==> config.mk <==
export PLATFORM = sky130hd
export DESIGN_NAME = xorshift_random_with_range
export DESIGN_NICKNAME = d
export VERILOG_FILES = /design/src/rtl/xrr_pkg.sv /design/src/rtl/xrr_datapath.sv /design/src/rtl/xrr_ctrl.sv /design/src/rtl/xorshift_random_with_range.sv
export SDC_FILE = /design/constraint.sdc
export NUM_CORES = 1
export LEC_CHECK = 0
export ABC_AREA = 1
export BUFFER_PORTS_ARGS = -buffer_cell sky130_fd_sc_hd__buf_4
export CAP_MARGIN = 25
export CELL_PAD_IN_SITES_DETAIL_PLACEMENT = 0
export CELL_PAD_IN_SITES_GLOBAL_PLACEMENT = 1
export CORE_MARGIN = 3
export CORE_UTILIZATION = 48
export CTS_CLUSTER_DIAMETER = 80
export DETAILED_ROUTE_END_ITERATION = 6
export PLACE_DENSITY = 0.93
export SYNTH_ARGS = -nofsm -noshare
export SYNTH_HDL_FRONTEND = slang
export SYNTH_SLANG_ARGS = --single-unit
==> constraint.sdc <==
create_clock -name clk -period 6.9 [get_ports clk]
set_clock_uncertainty 0.05 [all_clocks]
set_input_delay 0.345 -clock clk [delete_from_list [all_inputs] [get_ports clk]]
set_output_delay 0.345 -clock clk [all_outputs]
set_load 0.01 [all_outputs]
==> src/rtl/xrr_pkg.sv <==
// Shared constants, opcodes and controller/datapath command and status types
// for the xorshift random generator with range reduction. No dependencies.
package xrr_pkg;

  localparam logic [31:0] DEFAULT_WORD = 32'hB3C3F00D;
  localparam logic [31:0] SEED_RESET   = 32'd3016224781;
  localparam logic [31:0] LCG_MUL      = 32'd1664525;
  localparam logic [31:0] LCG_ADD      = 32'd1013904223;

  localparam int DIV_STEPS = 32;
  localparam int CNT_W     = $clog2(DIV_STEPS);

  typedef enum logic [1:0] {
    OP_BOUNDED = 2'd0,
    OP_RANGE   = 2'd1,
    OP_ENTROPY = 2'd2,
    OP_RESEED  = 2'd3
  } op_t;

  typedef struct packed {
    logic capture;
    logic advance;
    logic mix;
    logic reseed;
    logic div_step;
    logic publish;
  } cmd_t;

  typedef struct packed {
    op_t  op;
    logic range_empty;
  } sts_t;

  function automatic logic [31:0] xorshift(input logic [31:0] w);
    logic [31:0] a;
    logic [31:0] b;
    a = w ^ (w << 13);
    b = a ^ (a >> 17);
    return b ^ (b << 5);
  endfunction

endpackage

==> src/rtl/xrr_datapath.sv <==
// Datapath: generator word, seed register, entropy mixing, restoring
// remainder unit and the result register. Depends on xrr_pkg.
module xrr_datapath
  import xrr_pkg::*;
(
  input  logic        clk,
  input  logic        rst,
  input  cmd_t        cmd,
  output sts_t        sts,
  input  logic [1:0]  opcode,
  input  logic [15:0] upper,
  input  logic [7:0]  lower,
  input  logic [15:0] entropy,
  input  logic        seed_wr_en,
  input  logic [31:0] seed_wr_data,
  output logic [15:0] value
);

  logic [31:0] seed;
  logic [31:0] gen;
  logic [31:0] dvd;
  logic [15:0] rem;
  logic [15:0] bound;
  logic [15:0] ent;
  logic [7:0]  low;
  op_t         op;
  logic        range_empty;

  logic [31:0] adv_word;
  logic [31:0] mix_in;
  logic [31:0] mix_word;
  logic [16:0] trial;
  logic [16:0] trial_sub;
  logic [7:0]  span;
  logic [7:0]  range_sum;
  logic [15:0] value_next;

  assign adv_word  = xorshift(gen);
  assign mix_in    = gen ^ {ent, ent};
  assign mix_word  = mix_in * LCG_MUL + LCG_ADD;
  assign trial     = {rem, dvd[31]};
  assign trial_sub = trial - {1'b0, bound};
  assign span      = upper[7:0] - lower;
  assign range_sum = low + rem[7:0];

  always_comb begin
    case (op)
      OP_BOUNDED: value_next = (bound == 16'd0) ? 16'd0 : rem;
      OP_RANGE:   value_next = range_empty ? {8'd0, low} : {8'd0, range_sum};
      default:    value_next = 16'd0;
    endcase
  end

  always_ff @(posedge clk) begin
    if (rst) begin
      seed <= SEED_RESET;
      gen  <= DEFAULT_WORD;
    end else begin
      if (seed_wr_en) begin
        seed <= seed_wr_data;
      end
      if (cmd.advance) begin
        gen <= adv_word;
      end else if (cmd.mix) begin
        gen <= mix_word;
      end else if (cmd.reseed) begin
        gen <= (seed == 32'd0) ? DEFAULT_WORD : seed;
      end
    end
  end

  always_ff @(posedge clk) begin
    if (cmd.capture) begin
      op          <= op_t'(opcode);
      low         <= lower;
      ent         <= entropy;
      range_empty <= (upper[7:0] <= lower);
      bound       <= (op_t'(opcode) == OP_RANGE) ? {8'd0, span} : upper;
    end
    if (cmd.advance) begin
      dvd <= adv_word;
      rem <= 16'd0;
    end else if (cmd.div_step) begin
      dvd <= {dvd[30:0], 1'b0};
      // The trial remainder never exceeds twice the bound, so one subtract suffices.
      rem <= (trial >= {1'b0, bound}) ? trial_sub[15:0] : trial[15:0];
    end
    if (cmd.publish) begin
      value <= value_next;
    end
  end

  assign sts.op          = op;
  assign sts.range_empty = range_empty;

endmodule

==> src/rtl/xrr_ctrl.sv <==
// Controller: sequences capture, generator update, the remainder steps and
// the result beat, and owns both handshakes. Depends on xrr_pkg.
module xrr_ctrl
  import xrr_pkg::*;
(
  input  logic clk,
  input  logic rst,
  input  logic req_valid,
  output logic req_stall,
  output logic rsp_valid,
  input  logic rsp_stall,
  output cmd_t cmd,
  input  sts_t sts
);

  typedef enum logic [1:0] {
    S_IDLE,
    S_DECODE,
    S_DIVIDE,
    S_FINISH
  } state_t;

  state_t           state;
  logic [CNT_W-1:0] cnt;
  logic             slot_free;
  logic             draw;

  assign req_stall = (state != S_IDLE);
  assign slot_free = !rsp_valid || !rsp_stall;
  assign draw      = (sts.op == OP_BOUNDED) || (sts.op == OP_RANGE && !sts.range_empty);

  always_comb begin
    cmd          = '0;
    cmd.capture  = (state == S_IDLE) && req_valid;
    cmd.advance  = (state == S_DECODE) && draw;
    cmd.mix      = (state == S_DECODE) && (sts.op == OP_ENTROPY);
    cmd.reseed   = (state == S_DECODE) && (sts.op == OP_RESEED);
    cmd.div_step = (state == S_DIVIDE);
    cmd.publish  = (state == S_FINISH) && slot_free;
  end

  always_ff @(posedge clk) begin
    if (rst) begin
      state     <= S_IDLE;
      cnt       <= '0;
      rsp_valid <= 1'b0;
    end else begin
      if (cmd.publish) begin
        rsp_valid <= 1'b1;
      end else if (rsp_valid && !rsp_stall) begin
        rsp_valid <= 1'b0;
      end
      unique case (state)
        S_IDLE: begin
          if (req_valid) begin
            state <= S_DECODE;
          end
        end
        S_DECODE: begin
          cnt   <= '0;
          state <= draw ? S_DIVIDE : S_FINISH;
        end
        S_DIVIDE: begin
          cnt <= cnt + 1'b1;
          if (cnt == CNT_W'(DIV_STEPS - 1)) begin
            state <= S_FINISH;
          end
        end
        S_FINISH: begin
          if (slot_free) begin
            state <= S_IDLE;
          end
        end
        default: state <= S_IDLE;
      endcase
    end
  end

endmodule

==> src/rtl/xorshift_random_with_range.sv <==
// Top level of the xorshift random generator with range reduction.
// Depends on xrr_pkg, xrr_ctrl and xrr_datapath.
//
// A request beat carries an opcode: bounded draw, range draw, entropy mix or
// reseed. Draws advance a 32-bit xorshift word (13, 17, 5) and reduce it with
// a restoring remainder unit that retires one dividend bit per cycle. A draw
// runs from acceptance to result through capture, the generator advance, 32
// remainder steps and the load of the result register. Entropy mixing,
// reseeding and an empty range skip the remainder steps. One
// item is in flight at a time; the result register lets the next request be
// accepted while an earlier result beat is still stalled. Writing the seed
// takes effect at the next reseed and should be done while the block is idle.
module xorshift_random_with_range
  import xrr_pkg::*;
(
  input  logic        clk,
  input  logic        rst,
  input  logic        req_valid,
  output logic        req_stall,
  input  logic [1:0]  opcode,
  input  logic [15:0] upper,
  input  logic [7:0]  lower,
  input  logic [15:0] entropy,
  output logic        rsp_valid,
  input  logic        rsp_stall,
  output logic [15:0] value,
  input  logic        seed_wr_en,
  input  logic [31:0] seed_wr_data
);

  cmd_t cmd;
  sts_t sts;

  xrr_ctrl u_ctrl (
    .clk       (clk),
    .rst       (rst),
    .req_valid (req_valid),
    .req_stall (req_stall),
    .rsp_valid (rsp_valid),
    .rsp_stall (rsp_stall),
    .cmd       (cmd),
    .sts       (sts)
  );

  xrr_datapath u_datapath (
    .clk          (clk),
    .rst          (rst),
    .cmd          (cmd),
    .sts          (sts),
    .opcode       (opcode),
    .upper        (upper),
    .lower        (lower),
    .entropy      (entropy),
    .seed_wr_en   (seed_wr_en),
    .seed_wr_data (seed_wr_data),
    .value        (value)
  );

endmodule

== Word-level counts from Yosys, hierarchy flattened ==
Index checks and enable logic that the tools add are counted.
Storage, ports and cells
  flip-flop bits (word level): 179
  input bits: 79
  output and inout port bits: 18
  word-level logic and storage cells: 78
Cells by class
  $add $sub $neg: 5
  multiply operators: 1
  order comparisons: 2
  equal/unequal tests: 11
  multiplexer cells: 19
  bitwise operators: 4
  reduce and logical (&&, ||, !) cells: 22
Operators by type and width (number)
  $mux W32: 6
  $xor A32 B32 Y32: 3
  $add A32 B30 Y32 const B: 1
  $logic_not A32 Y1: 1
  $mul A32 B21 Y32 const B: 1
  $mux W16: 2
  $pmux W16 S2: 1
  $xor A32 B15 Y32: 1
  $ge A17 B16 Y1: 1
  $logic_not A16 Y1: 1
  $mux W8: 2
  $sub A16 B16 Y16: 1
  $pmux W5 S2: 1
  $add A8 B8 Y8: 1
  $eq A2 B2 Y1 const B: 4
  $le A8 B8 Y1: 1
  $pmux W2 S4: 1
  $reduce_bool A2 Y1: 4
  $sub A8 B8 Y8: 1
  $logic_and A1 B1 Y1: 7
  $eq A2 B1 Y1 const B: 3
  $mux W2: 3
  $add A5 B1 Y5 const B: 1
  $eq A5 B5 Y1 const B: 1
  other kinds (8): 15

== Depth between registers and ports, before layout ==
Gate-level depths: netlist of run 1.
  depth after elaboration: 5
  gate-level depth with buffers: 31
  mapped depth without buffers: 30

== Hierarchy ==
A second synthesis of run 1 with hierarchy kept.
Second synthesis, totals
  cells, all modules: 2036
  area, all modules: 17097.6 um^2
By module, submodules not included
  xrr_datapath: times used 1, cells each 1965, area each 16587.2 um^2, seq. area each 4334.2 um^2
  xrr_ctrl: times used 1, cells each 71, area each 510.5 um^2, seq. area each 160.2 um^2

== Worst setup path after synthesis of run 1 ==
No wires, ideal clock.
  path type: register -> register
  start point: register u_datapath.ent[1]
  end point: register u_datapath.gen[23]
  data arrival time: 5.970 ns
  data required time: 6.724 ns
  path slack: 0.754 ns
  cell stages (with the launch flop): 29
  path buffers: 0
  path through: edfxtp_1 > or2_2 > nand2_1 > inv_1 > ha_1 > xnor2_1 > ha_1 > o21bai_1 > fa_1 > fa_1 > inv_1 > fa_1 > inv_1 > fa_1 > inv_1 > fa_1 > inv_1 > ha_1 > a21oi_1 > o21ai_0 > a21oi_1 > nand3_1 > xor2_1 > nand2_1 > nand2_1 > nand2_1 > nand2_1 > nand2_1 > nand2_1
Between the ends
  longest elaborated chain between the ends: 5
Ends and longest elaborated chain
  start: declaration: line xrr_datapath.sv:24  | logic [15:0] ent;
  start signal: assignment: line xrr_datapath.sv:76  | ent <= entropy;
  $xor A32 B32 Y32: line xrr_datapath.sv:39  | assign mix_in = gen ^ {ent, ent};
  $mul A32 B21 Y32: line xrr_datapath.sv:40  | assign mix_word = mix_in * LCG_MUL + LCG_ADD;
  $add A32 B30 Y32: line xrr_datapath.sv:40
  $mux W32: line xrr_datapath.sv:64  | end else if (cmd.mix) begin
  $mux W32: line xrr_datapath.sv:62  | if (cmd.advance) begin
  end signal: assignment: line xrr_datapath.sv:63  | gen <= adv_word;
  end signal: assignment: line xrr_datapath.sv:65  | gen <= mix_word;
  end signal: assignment: line xrr_datapath.sv:67  | gen <= (seed == 32'd0) ? DEFAULT_WORD : seed;
  end: declaration: line xrr_datapath.sv:20  | logic [31:0] gen;
Every way passes these cells.
A chain may end at the register's enable or synchronous reset.

== Worst setup path in the final report of run 1 ==
  start point: register u_datapath.ent[4]
  end point: register u_datapath.gen[25]
Same word-level chain as after synthesis.

==> results.json, run 1 <==
{
  "path_class": "reg2reg",
  "yosys_warnings": 0,
  "grt.met2_usage_pct": 43.30,
  "grt_pass1_vias": 14460,
  "fin_util_pct": 54.79,
  "worstSetupStartpointType": "flip-flop",
  "syn_avg_cell_area_sq_um": 8.110,
  "grtUsageMet3_pct": 3.531,
  "grtUsageTotal_pct": 26.54,
  "ff2ff_path_depth": 24,
  "grt_pass1_wl_um": 79500,
  "synth_edf_count": 91,
  "firstDrtPassIters": 5,
  "hold_viol_final": 0,
  "stdcell_count": 2749,
  "numCtsBuffers": 17,
  "via_per_inst": 5.331,
  "wl_um": 51060,
  "synth-seq-cells": 179,
  "syn_inst": 2160,
  "dp.cells": 2706,
  "initial_utilization_pct": 49.01,
  "clock_latency_ns": 0.44,
  "numPortBuffers": 96,
  "chipWidth_um": 197.0,
  "wl_per_cell_um": 18.58,
  "path_cells": "xnor2_2 > inv_1 > ha_1 > inv_1 > fa_1 > fa_1 > fa_1 > inv_1 > fa_1 > fa_1 > inv_1 > fa_1 > inv_1 > ha_1 > a21oi_1 > o21ai_0 > a21oi_1 > nand4_1 > nand3_1 > nand2_1 > nand2_1 > nand2_1 > nand2_1 > nand3_1",
  "slowest_stage": "fa_1",
  "async_flop_share_pct": 0,
  "slew_violations": 0,
  "nets": 2688,
  "grt-busiest-layer": "met2",
  "grt_use_met1_pct": 36.52,
  "synth_area_leaders": "fa_1 (16%), edfxtp_1 (16%), ha_1 (14%)",
  "ios": 97,
  "num_vias": 14650,
  "synth_ff_type": "edfxtp_1",
  "max-slew-margin-rel_pct": 34.21,
  "place_congestion": 0.9870,
  "cts_hold_repair.buffers": 0,
  "min_period_over_period_pct": 97.49,
  "synth.most_common_cell": "nand2_1",
  "final-setup-viol-count": 0,
  "required_ns": 7.14,
  "synth_top_area_share_pct": 15.77,
  "hold-worst-slack_ns": 0.03780,
  "crit_fanout": 5,
  "die_h_um": 197.0,
  "synth_seq_area_share_pct": 25.66,
  "crit_top_cell": "fa_1",
  "grt_overflow": 0,
  "areaGrowthSynthToFinish_pct": 11.79,
  "syn_nets": 2573,
  "post-dp-hpwl_um": 42790,
  "netlist_top_cells_count": "nand2_1 (456), inv_1 (414), ha_1 (196), nor2_1 (142), fa_1 (138)",
  "hold_path.class": "in2reg",
  "reg2reg_slack_ns": 0.17,
  "hold_depth": 1,
  "hp-start": "entropy[15]",
  "timing.rr.start": "u_datapath.ent[4]$_DFFE_PP_",
  "antenna_found_initial": 0,
  "remaining_drc_errors": 0,
  "n_antenna_cell": 0,
  "period_minus_slack_ns": 6.727,
  "worstPathArrival_ns": 6.97,
  "status": "finished clean",
  "critical_path.top_delay_family": "adder cells",
  "whs_endpoint": "u_datapath.ent[15]$_DFFE_PP_",
  "syn_area_sq_um": 17520,
  "max_freq_ghz": 0.1487,
  "cap_violations": 0,
  "synth_area_leader_cell": "fa_1",
  "tritoncts": "done",
  "die-area_sq_um": 38820,
  "clkSinkCount": 179,
  "cts_max_path_buffers": 2,
  "regToRegEndpoint": "u_datapath.gen[25]$_SDFFE_PP1P_",
  "core_region_area_sq_um": 35740,
  "drive_gt1_share_pct": 11.15,
  "rows": 69,
  "grt_start_max_net_pins": 66,
  "clk_pin_slew_ns": 0.07,
  "path_buf_inv": 5,
  "crit_path_end_kind": "flip-flop",
  "synth_cell_types": 54,
  "dr.first_iter.drc_count": 1128,
  "worst_slew_pin_slew_ns": 0.9859,
  "setup_tns_ns": 0,
  "htreeDepth": 4,
  "antenna_left": 0,
  "cts_root_buf": "clkbuf_16",
  "cpPeakStageDelay_ns": 0.56
}
[routing by layer]
| metal | part of all wire (%) | routed length (um) |
|---|---|---|
| met1 | 44 | 22340 |
| met2 | 46 | 23690 |
| met3 | 6.2 | 3168 |
| met4 | 3.7 | 1869 |
| met5 | 0 | 0 |
[worst reg2reg max path, cell delays in order (launching register included)]
cell and delay (ns):
edfxtp_1 0.46, xnor2_2 0.35, inv_1 0.18, ha_1 0.40
inv_1 0.08, fa_1 0.50, fa_1 0.52, fa_1 0.55
inv_1 0.06, fa_1 0.50, fa_1 0.56, inv_1 0.06
fa_1 0.54, inv_1 0.04, ha_1 0.39, a21oi_1 0.29
o21ai_0 0.21, a21oi_1 0.31, nand4_1 0.14, nand3_1 0.10
nand2_1 0.07, nand2_1 0.06, nand2_1 0.05, nand2_1 0.05
nand3_1 0.07
[kinds of logic (layout without fill, tap and decap cells)]
kind of cell             Yosys count  in the layout  share of synthesized area [%]
XOR/XNOR                         113            113                          5.692
buffers and inverters            465            593                          10.31
adder cells (fa/ha/maj)          334            334                          29.77
AND/OR/NAND/NOR                  774            774                          18.68
AO/OA/AOI/OAI                    295            295                          9.885
flip-flops                       179            179                          25.66
[cell type report]
class                           count  area, sq um
Clock buffer                       20        436.7
Timing Repair Buffer              139         1056
Sequential cell                   179         4497
Fill cell                        3334        16160
Multi-Input combinational cell   1516        11330
Tap cell                          461        576.8
Clock inverter                     12        107.6
Inverter                          422         1584
[cells in the final DEF (no fill, tap or decap), types with 15 or more instances in the layout]
| cell type | n |
|---|---|
| clkbuf_16 | 17 |
| nor3_1 | 16 |
| xor2_1 | 50 |
| nand4_1 | 16 |
| xnor2_1 | 56 |
| o211ai_1 | 15 |
| nor2_1 | 135 |
| inv_1 | 412 |
| nand2_1 | 456 |
| dfxtp_1 | 86 |
| buf_4 | 138 |
| edfxtp_1 | 91 |
| fa_1 | 138 |
| nand3_1 | 84 |
| ha_1 | 195 |
| a21oi_1 | 101 |
| o21ai_0 | 115 |
[registers in the layout, summed over array words and instances (netlist names)]
signal / flops
u_datapath.ent: 16
u_datapath.seed: 32
u_datapath.bound: 16
u_ctrl.rsp_valid: 1
u_datapath.rem: 16
u_datapath.range_empty: 1
u_ctrl.state: 2
u_datapath.op: 2
u_datapath.low: 8
u_datapath.gen: 32
u_ctrl.cnt: 5
u_datapath.value: 16
u_datapath.dvd: 32
[worst max path at each step]
stage	start	end	slack (ns)	depth (start not counted)
floorplan	u_datapath.ent[1]$_DFFE_PP_	u_datapath.gen[23]$_SDFFE_PP1P_	0.75	28
global placement	u_datapath.gen[4]$_SDFFE_PP0P_	u_datapath.gen[29]$_SDFFE_PP1P_	-0.03	29
global route	u_datapath.ent[6]$_DFFE_PP_	u_datapath.gen[31]$_SDFFE_PP1P_	-0.05	27
finish	u_datapath.ent[4]$_DFFE_PP_	u_datapath.gen[25]$_SDFFE_PP1P_	0.17	24
detailed placement	u_datapath.gen[4]$_SDFFE_PP0P_	u_datapath.gen[29]$_SDFFE_PP1P_	-0.08	29
CTS	u_datapath.gen[4]$_SDFFE_PP0P_	u_datapath.gen[25]$_SDFFE_PP1P_	0.07	27
[what timing repair did]
item,CTS,global route
hold endpoints to repair,0,0
gates cloned,0,0
setup buffers,0,9
setup endpoints to repair,6,10
resized for setup,1,21
pin swaps,0,3
[per-stage QoR]
step	instance area, sq um	setup slack [ns]
floorplan	17520	0.7544
global placement	18840	-0.03397
detailed placement	18840	-0.08145
CTS	19390	0.07124
global route	19580	-0.05125
finish	19580	0.1735
Power of run 1 is left out: the tool's default activity adds up to more than one toggle a clock period on the data nets, which glitch-free logic cannot reach.
==> inputs of run 2 (changes only) <==
Settings changed: SYNTH_HIERARCHICAL from default to 1.
==> run 2 against run 1 <==
Worst hold slack got worse by 0.00087 ns. Register-to-register slack improved by 0.15 ns. Count of clock-buffer cells in the layout unchanged. First-iteration DRC count grew 5.3%. Synthesized area shrank 2.4%. Die area shrank 2.3%. Utilization about the same. Critical path type unchanged. Critical endpoint is now u_datapath/gen[25]$_SDFFE_PP1P_. Largest cell class unchanged. Highest routed layer unchanged.
==> results.json, run 2 <==
{
  "status": "finished clean",
  "synth_edf_count": 91,
  "place_congestion": 1.005,
  "synth.most_common_cell": "inv_1",
  "syn_nets": 2449,
  "firstDrtPassIters": 6,
  "cts_hold_repair.buffers": 0,
  "synth_seq_area_share_pct": 26.29,
  "syn_area_sq_um": 17100,
  "synth_area_leader_cell": "fa_1",
  "stdcell_count": 2607,
  "worstSetupStartpointType": "flip-flop",
  "clock_latency_ns": 0.43,
  "chipWidth_um": 194.7,
  "ios": 97,
  "wl_met1_um": 21670,
  "max-slew-margin-rel_pct": 31.85,
  "crit_path_end_kind": "flip-flop",
  "syn_avg_cell_area_sq_um": 8.398,
  "slowest_stage": "fa_1",
  "grt_overflow": 0,
  "worstPathArrival_ns": 6.90,
  "cpPeakStageDelay_ns": 0.53,
  "min_period_over_period_pct": 95.35,
  "layout_commonest_cell": "inv_1",
  "post-dp-hpwl_um": 40050,
  "wl_met2_um": 22060,
  "synth_ff_type": "edfxtp_1",
  "grt_pass1_wl_um": 76380,
  "worst_slew_pin_slew_ns": 1.021,
  "die-area_sq_um": 37920,
  "numPortBuffers": 96,
  "remaining_drc_errors": 0,
  "cts_max_path_buffers": 2,
  "grt_start_max_net_pins": 75,
  "antenna_left": 0,
  "netlist_top_cells_count": "inv_1 (396), nand2_1 (334), ha_1 (196), fa_1 (138), o21ai_0 (123)",
  "final_cell_mix": "inv_1 (393), nand2_1 (333), ha_1 (196)",
  "slew_violations": 0,
  "cts_root_buf": "clkbuf_16",
  "dr.first_iter.drc_count": 1188,
  "numCtsBuffers": 17,
  "nets": 2552,
  "rows": 68,
  "clkSinkCount": 179,
  "hold_path.class": "in2reg",
  "wl_um": 48140,
  "areaGrowthSynthToFinish_pct": 11.57,
  "maxUsedRoutingLayer": "met4",
  "cap_violations": 0,
  "grtUsageTotal_pct": 25.59,
  "async_flop_share_pct": 0,
  "synth_top_area_share_pct": 16.16,
  "initial_utilization_pct": 49.13,
  "syn_inst": 2036,
  "dp.cells": 2573,
  "cts.repair.resized": 0,
  "tritoncts": "done",
  "wl_per_cell_um": 18.47,
  "path_class": "reg2reg",
  "n_antenna_cell": 0,
  "crit_top_cell": "inv_1",
  "htreeDepth": 4,
  "crit_fanout": 5,
  "synth-seq-cells": 179,
  "clk_pin_slew_ns": 0.07,
  "reg_top3": "u_datapath/dvd: 32 flops, u_datapath/gen: 32 flops, u_datapath/seed: 32 flops",
  "max_freq_ghz": 0.1520,
  "grt_pass1_vias": 14120,
  "final-setup-viol-count": 0,
  "hold_viol_final": 0,
  "antenna_found_initial": 1,
  "core_region_area_sq_um": 34800,
  "fillers": 3213,
  "postCtsSetupRepairBufs": 0,
  "synth_area_leaders": "fa_1 (16%), edfxtp_1 (16%), ha_1 (14%)",
  "num_vias": 13990,
  "period_minus_slack_ns": 6.579,
  "via_per_inst": 5.364,
  "synth_cell_types": 60,
  "yosys_warnings": 6,
  "stdcell_area_sq_um": 19080,
  "post_dp_cell_area_sq_um": 18430,
  "drive_gt1_share_pct": 11.06,
  "required_ns": 7.22,
  "wl_met3_um": 2923,
  "die_h_um": 194.7
}
-- run 2: cell types whose count changed in the layout (fill, tap and decap cells not counted), sizes merged, moves of 6 or more --
cell and delta:
nand3 +8, inv -15, o21ai +21, buf -9
nand2 -115, a21oi +7, a31oi +6, nor2 -31
o211ai -17
-- run 2: area by class of cell --
class,instances,area [sq um],share of cell area (%)
tap,455,569.3,2.984
clock buffer,20,446.7,2.342
clock inverter,12,128.9,0.6756
inverter,406,1524,7.989
multi-input combinational,1405,10910,57.18
sequential,179,4497,23.57
timing repair buffer,130,1003,5.260
-- run 2: layer usage --
layer / GRT usage [%] / vias up
li1: - / 6755
met1: 36.29 / 6703
met2: 41.72 / 444
met3: 2.652 / 83
met4: 7.631 / 0
met5: 0 / -
-- run 2: logic make-up after synthesis --
group / count (synthesis) / share of synthesized area [%]
simple gates: 628 / 16.21
buf+inv: 452 / 10.18
fa+ha+maj: 334 / 30.50
compound gates: 329 / 10.94
flops: 179 / 26.29
xor+xnor: 114 / 5.884
-- run 2: worst paths after layout --
path | startpoint | end | slack (ns) | depth (start not counted)
min reg2reg | u_datapath/rem[14]$_SDFFE_PP0P_ | u_datapath/rem[14]$_SDFFE_PP0P_ | 0.43 | 2
min | entropy[6] | u_datapath/ent[6]$_DFFE_PP_ | 0.04 | 1
max reg2reg | u_datapath/ent[3]$_DFFE_PP_ | u_datapath/gen[25]$_SDFFE_PP1P_ | 0.32 | 26
max | u_datapath/ent[3]$_DFFE_PP_ | u_datapath/gen[25]$_SDFFE_PP1P_ | 0.32 | 26
-- run 2: worst max-delay path, delay by kind of cell, from the launching register on --
kind / cells / cell delay [ns]
buffers and inverters: 7 / 0.56
adders and majority gates: 7 / 3.35
DFF: 1 / 0.51
xor gates and xnor gates: 1 / 0.25
and+or+nand+nor: 9 / 1.49
AOI/OAI and AO/OA: 2 / 0.29
-- run 2: stage by stage --
step	hold WS, ns	util [%]	TNS, ns	worst slack [ns]
after global routing	0.02110	54.82	-0.005086	-0.005086
after CTS	0.01176	54.62	0	0.03090
final	0.03693	54.82	0	0.3208
after floorplan	0.3574	-	0	0.6945
after detailed placement	0.4217	52.96	0	0.06874
after global placement	0.4095	52.92	0	0.1242
Power of run 2 is left out for the same reason.
